**config.mk**
```make
export PLATFORM = sky130hd
export DESIGN_NAME = tssd_div
export DESIGN_NICKNAME = d
export VERILOG_FILES = /design/src/sv/tssd_pkg.sv /design/src/sv/tssd_div.sv
export SDC_FILE = /design/constraint.sdc
export NUM_CORES = 1
export LEC_CHECK = 0
export ABC_AREA = 0
export BUFFER_PORTS_ARGS = -buffer_cell sky130_fd_sc_hd__buf_4
export CAP_MARGIN = 30
export CORE_ASPECT_RATIO = 1.25
export CORE_MARGIN = 4
export CORE_UTILIZATION = 50
export CTS_CLUSTER_DIAMETER = 150
export DETAILED_ROUTE_END_ITERATION = 10
export PLACE_DENSITY = 0.75
export SLEW_MARGIN = 5
export SYNTH_ARGS = -nofsm -noshare
export SYNTH_HDL_FRONTEND = slang
export SYNTH_SLANG_ARGS = --single-unit
```
**constraint.sdc**
```tcl
create_clock -name clk -period 5.48 [get_ports clk]
set_clock_uncertainty 0.2 [all_clocks]
set_input_delay 1.096 -clock clk [delete_from_list [all_inputs] [get_ports clk]]
set_output_delay 1.096 -clock clk [all_outputs]
set_load 0.02 [all_outputs]
```
**src/sv/tssd_pkg.sv**
```systemverilog
`timescale 1ns / 1ps
// ----------------------------------------------------------------------------
// tssd_pkg
// Shared sizes, register indexes, sequencer states and small helper functions
// for the shadow denoise unit.
// ----------------------------------------------------------------------------
package tssd_pkg;

  localparam int MAX_WIDTH  = 256;
  localparam int MAX_HEIGHT = 256;
  localparam int MAX_RADIUS = 4;

  localparam int RING_DEPTH = 2 * MAX_RADIUS * MAX_WIDTH + 2 * MAX_RADIUS + 1;
  localparam int HIST_DEPTH = MAX_WIDTH * MAX_HEIGHT;

  localparam int PIX_W     = 16;
  localparam int CFG_W     = 16;
  localparam int CFG_IDX_W = 3;
  localparam int DIM_W     = 9;
  localparam int RADF_W    = 3;
  localparam int HIST_AW   = $clog2(HIST_DEPTH);
  localparam int RING_AW   = $clog2(RING_DEPTH);
  localparam int POS_W     = $clog2(HIST_DEPTH + 1);
  localparam int X_W       = $clog2(MAX_WIDTH);
  localparam int Y_W       = $clog2(MAX_HEIGHT);
  localparam int EW_W      = $clog2(MAX_WIDTH + 1);
  localparam int EH_W      = $clog2(MAX_HEIGHT + 1);
  localparam int RAD_W     = $clog2(MAX_RADIUS + 1);
  localparam int OFF_W     = RAD_W + 1;
  localparam int LAG_W     = $clog2(MAX_RADIUS * MAX_WIDTH + MAX_RADIUS + 1);
  localparam int N_MAX     = (2 * MAX_RADIUS + 1) * (2 * MAX_RADIUS + 1);
  localparam int N_W       = $clog2(N_MAX + 1);
  localparam int SUM_W     = $clog2(N_MAX * 65535 + N_MAX / 2 + 1);
  localparam int MOD_STEPS = $clog2((HIST_DEPTH + RING_DEPTH - 1) / RING_DEPTH);

  localparam logic [CFG_IDX_W-1:0] REG_TEMPORAL = 3'd0;
  localparam logic [CFG_IDX_W-1:0] REG_WEIGHT   = 3'd1;
  localparam logic [CFG_IDX_W-1:0] REG_RADIUS   = 3'd2;
  localparam logic [CFG_IDX_W-1:0] REG_WIDTH    = 3'd3;
  localparam logic [CFG_IDX_W-1:0] REG_HEIGHT   = 3'd4;

  typedef enum logic [3:0] {
    ST_CLEAR, ST_IDLE, ST_START, ST_CHK, ST_HRD, ST_BLEND, ST_WR,
    ST_OCHK, ST_LIN, ST_RD, ST_ACC, ST_DIV, ST_WAIT, ST_OUT
  } state_t;

  // Reduce a raster position to its ring slot by restoring subtraction.
  function automatic logic [RING_AW-1:0] ring_mod(input logic [HIST_AW-1:0] lin);
    logic [HIST_AW:0] r;
    logic [HIST_AW:0] d;
    r = {1'b0, lin};
    for (int k = MOD_STEPS - 1; k >= 0; k--) begin
      d = (HIST_AW + 1)'(RING_DEPTH) << k;
      if (r >= d) begin
        r = r - d;
      end
    end
    return RING_AW'(r);
  endfunction

  // Sample count of a (2R+1) x (2R+1) box.
  function automatic logic [N_W-1:0] kernel_count(input logic [RAD_W-1:0] r);
    logic [N_W-1:0] d;
    d = N_W'({r, 1'b1});
    return N_W'(d * d);
  endfunction

endpackage

```
**src/sv/tssd_div.sv**
```systemverilog
`timescale 1ns / 1ps
// ----------------------------------------------------------------------------
// tssd_div
// Bit-serial restoring divider for the box average, one quotient bit a cycle.
// ----------------------------------------------------------------------------
module tssd_div (
  input  logic                       clk,
  input  logic                       rst,
  input  logic                       start,
  input  logic [tssd_pkg::SUM_W-1:0] dividend,
  input  logic [tssd_pkg::N_W-1:0]   divisor,
  output logic                       done,
  output logic [tssd_pkg::PIX_W-1:0] quotient
);
  import tssd_pkg::*;

  localparam int CNT_W = $clog2(SUM_W + 1);

  logic             busy;
  logic [CNT_W-1:0] cnt;
  logic [N_W-1:0]   rem;
  logic [SUM_W-1:0] quo;
  logic [N_W-1:0]   dsr;
  logic [N_W:0]     trial;

  assign trial    = {rem, quo[SUM_W-1]};
  assign quotient = quo[PIX_W-1:0];

  always_ff @(posedge clk) begin
    if (rst) begin
      busy <= 1'b0;
      done <= 1'b0;
      cnt  <= '0;
    end else begin
      done <= 1'b0;
      if (start) begin
        busy <= 1'b1;
        cnt  <= CNT_W'(SUM_W);
      end else if (busy) begin
        cnt <= cnt - 1'b1;
        if (cnt == CNT_W'(1)) begin
          busy <= 1'b0;
          done <= 1'b1;
        end
      end
    end
  end

  always_ff @(posedge clk) begin
    if (start) begin
      quo <= dividend;
      rem <= '0;
      dsr <= divisor;
    end else if (busy) begin
      if (trial >= {1'b0, dsr}) begin
        rem <= N_W'(trial - {1'b0, dsr});
        quo <= {quo[SUM_W-2:0], 1'b1};
      end else begin
        rem <= trial[N_W-1:0];
        quo <= {quo[SUM_W-2:0], 1'b0};
      end
    end
  end

endmodule
```
==> results.yml <==
cts:
  cts-buffers-inserted: 5
  cts_resized: 0
  cts_buffer_depth: 2
  ctsHoldBuffers: 0
  clock-sinks: 44
  worstSkewPairLatency_ns: 0.29
  cts_tree: "built"
  cts-root-buf: "sky130_fd_sc_hd__clkbuf_8"
  clkTransAtPathRegs_ns: 0.08
  cts_setup_buffers: 0
  clock_tree.htree_level_count: 2
floorplan:
  floorplan.die_area_sq_um: 5901
  initial_core_util_pct: 52.63
  rows: 27
  io_pins: 50
  floorplan.die.width_um: 69.51
  placeableCoreArea_sq_um: 4493
  chipHeight_um: 84.89
synthesis:
  commonest_cells_in_the_synthesized_netlist: "sky130_fd_sc_hd__edfxtp_1, sky130_fd_sc_hd__mux2_2, sky130_fd_sc_hd__buf_4, sky130_fd_sc_hd__dfxtp_1, sky130_fd_sc_hd__inv_1"
  syn-num-nets: 246
  yosysWarnings: 0
  seq_area_frac_synth_pct: 49.95
  synth.top_cells.by_area: "sky130_fd_sc_hd__edfxtp_1, sky130_fd_sc_hd__dfxtp_1, sky130_fd_sc_hd__mux2_2, sky130_fd_sc_hd__buf_4, sky130_fd_sc_hd__ha_1"
  synth_top_flop_cell: "sky130_fd_sc_hd__edfxtp_1"
  synth-async-reset-ratio_pct: 0
  post_synth_inst_count: 203
  synth.ff_latch_count: 44
  yosys.area.top_type_share_pct: 38.10
  synth-edff-count: 30
  syn_avg_cell_area_sq_um: 11.65
  netlist-cell-type-count: 45
  post_synth_top_area_cell: "sky130_fd_sc_hd__edfxtp_1"
  synth_area_sq_um: 2365
  yosys.cell_count.top_type: "sky130_fd_sc_hd__edfxtp_1"
layout:
  drive_gt1_share_pct: 35.47
  synthesis_to_layout_area_growth_pct: 15.03
  design.final.nets: 276
  num_antenna_cells: 0
  final.fill_count: 362
  design_area_sq_um: 2720
worst_setup_path:
  worst-setup-path-type: "input pin to flip-flop"
  critical_path.max_stage_delay_ns: 0.78
  r2r_slack_ns: 3.01
  path_cells: "buf_4, inv_1, nand2_1"
  critPathArrivalTime_ns: 2.58
  crit_slowest_cell: "sky130_fd_sc_hd__nand2_1"
  cp_max_fo: 35
  crit_end_element: "flip-flop"
  worstPathRequired_ns: 5.20
  reg2reg_depth: 7
  startpoint_type: "input pin"
  crit_buf_inv: 2
  timing.rr.end: "rem[0]"
  critical-path-top-delay-family: "simple AND/OR/NAND/NOR gates"
  rr_startpoint: "quo[22]"
power_and_ir_drop:
  power_frac_comb_pct: 20.5
  clkPwrFrac_pct: 25.9
  power.net_switching_uw: 204.6
  power_leakage_uw: 0.001105
  ir_drop_mv: 0.1849
  power.sequential.fraction_pct: 53.6
  netSwitchingFraction_pct: 26.89
  pwr_density_cell_nw_per_um2: 279.6
  cell_internal_pwr_uw: 556.1
timing:
  finalCritPeriodShare_pct: 52.23
  post-route-min-period_ns: 2.862
  final_hold_viol_count: 0
  final.setup.tns_ns: 0
  timing.fmax_ghz: 0.3494
  max_slew.worst_pin.slew_ns: 0.9131
  slew_headroom_pct: 38.98
  slew_violations: 0
  setup_viol_count_final: 0
  grt_setup_unrepaired: "no"
  fin_hold_ws_ns: 0.3424
hold_path:
  worst_hold_startpoint: "rem[1]"
  holdPathEnd: "rem[2]"
  min_path_cells: 2
  hold_path_class: "flip-flop to flip-flop"
routing:
  route.vias.total: 1585
  wirelength_mm: 4.244
  remaining_drc_errors: 0
  detail_route.iter0.violations: 63
  drt-vias-per-instance: 5.428
  routed_wire_length_per_instance_um: 14.53
  detailedRoute.firstPassIterationCount: 4
  antenna_violating_nets_post_route: 0
status:
  outcome: "complete, no violations"
grt:
  antenna_found_initial: 0
  number_of_global_route_vias_before_repair: 1601
  wire_length_of_the_first_global_routing_pass_mm: 7.458
  grt.total_usage_pct: 15.63
  largest_net_degree_at_the_start_of_global_routing: 36
  grt-ovfl-total: 0
placed_design:
  buffer_ports.inserted: 49
  detailed_place_hpwl_mm: 3.072
  place.gp.congestion: 0.8104
  dpl_cell_area_sq_um: 2636
flow_run:
  max-cap-violations: 0
[worst reg2reg max path, stage by stage, from the launching register on]
cell	delay (ns)
sky130_fd_sc_hd__edfxtp_1	0.32
sky130_fd_sc_hd__inv_1	0.06
sky130_fd_sc_hd__ha_1	0.22
sky130_fd_sc_hd__fa_1	0.40
sky130_fd_sc_hd__nand2b_1	0.20
sky130_fd_sc_hd__a211o_1	0.39
sky130_fd_sc_hd__and3_1	0.32
sky130_fd_sc_hd__a311oi_2	0.28
[stage by stage]
stage                     std cells  utilization [%]  power (uW)  setup WS [ns]
after floorplan                 203                -       532.1          2.608
after global placement          284            58.67       570.3          2.304
after detailed placement        284            58.67       572.2          2.264
after CTS                       292            60.54       769.2          2.598
after global routing            292            60.54       806.1          2.467
final                           292            60.54       760.6          2.618
[how the worst max path moves through the flow]
| stage | end | from | cells after the start |
|---|---|---|---|
| after detailed placement | quo[4] | start | 3 |
| final | quo[0] | start | 3 |
| after global placement | quo[3] | start | 3 |
| after floorplan | quo[0] | start | 4 |
| after global routing | quo[18] | start | 3 |
| after CTS | quo[9] | start | 3 |
[cell usage in the layout, fill, tap and decap left out, types with 3 or more instances in the layout]
cell type,count
sky130_fd_sc_hd__inv_1,14
sky130_fd_sc_hd__and3_1,9
sky130_fd_sc_hd__a41oi_1,4
sky130_fd_sc_hd__xnor2_1,6
sky130_fd_sc_hd__edfxtp_1,30
sky130_fd_sc_hd__nand2b_1,4
sky130_fd_sc_hd__nor3_1,3
sky130_fd_sc_hd__nor2_1,6
sky130_fd_sc_hd__o21ai_0,6
sky130_fd_sc_hd__dfxtp_1,14
sky130_fd_sc_hd__a21o_1,3
sky130_fd_sc_hd__nand2_1,8
sky130_fd_sc_hd__mux2_2,22
sky130_fd_sc_hd__buf_4,49
sky130_fd_sc_hd__clkbuf_8,5
sky130_fd_sc_hd__a21oi_1,6
sky130_fd_sc_hd__ha_1,9
[layer usage]
metal  vias to the layer above  wire length, um  GRT usage (%)
met5                         -                0              0
met4                         0               66          6.217
met3                         6              233          4.739
met1                       748             1777          18.76
met2                        40             2166          26.22
li1                        791                -              -
[power groups by stage]
stage | Combinational [uW] | Clock [uW] | Sequential, uW
after floorplan | 124 | 0 | 408
after global placement | 155 | 0 | 415
after detailed placement | 158 | 0 | 415
after CTS | 158 | 203 | 408
after global routing | 172 | 221 | 412
final | 156 | 197 | 408
[area by class of cell]
| cell class | instances | area (sq um) | share of cell area, % |
|---|---|---|---|
| clock inverters | 2 | 11.26 | 0.4140 |
| repair buffers | 49 | 367.9 | 13.52 |
| clock buffers | 6 | 72.57 | 2.668 |
| well taps | 58 | 72.57 | 2.668 |
| inverters | 14 | 52.55 | 1.932 |
| multi-input cells | 119 | 962.2 | 35.37 |
| flip-flops and latches | 44 | 1181 | 43.42 |
[flip-flops by register name, summed over array words and instances (netlist names)]
register,count
busy,1
cnt,5
done,1
dsr,7
quo,23
rem,7
[cell families after synthesis]
group	after synthesis	synth area share (%)
simple gates	45	10.85
flops	44	49.95
buf+inv	40	9.365
compound gates	35	11.16
mux	22	10.48
fa+ha+maj	10	5.609
xor+xnor	7	2.593
Note: power is estimated with default switching activity, not from simulation.
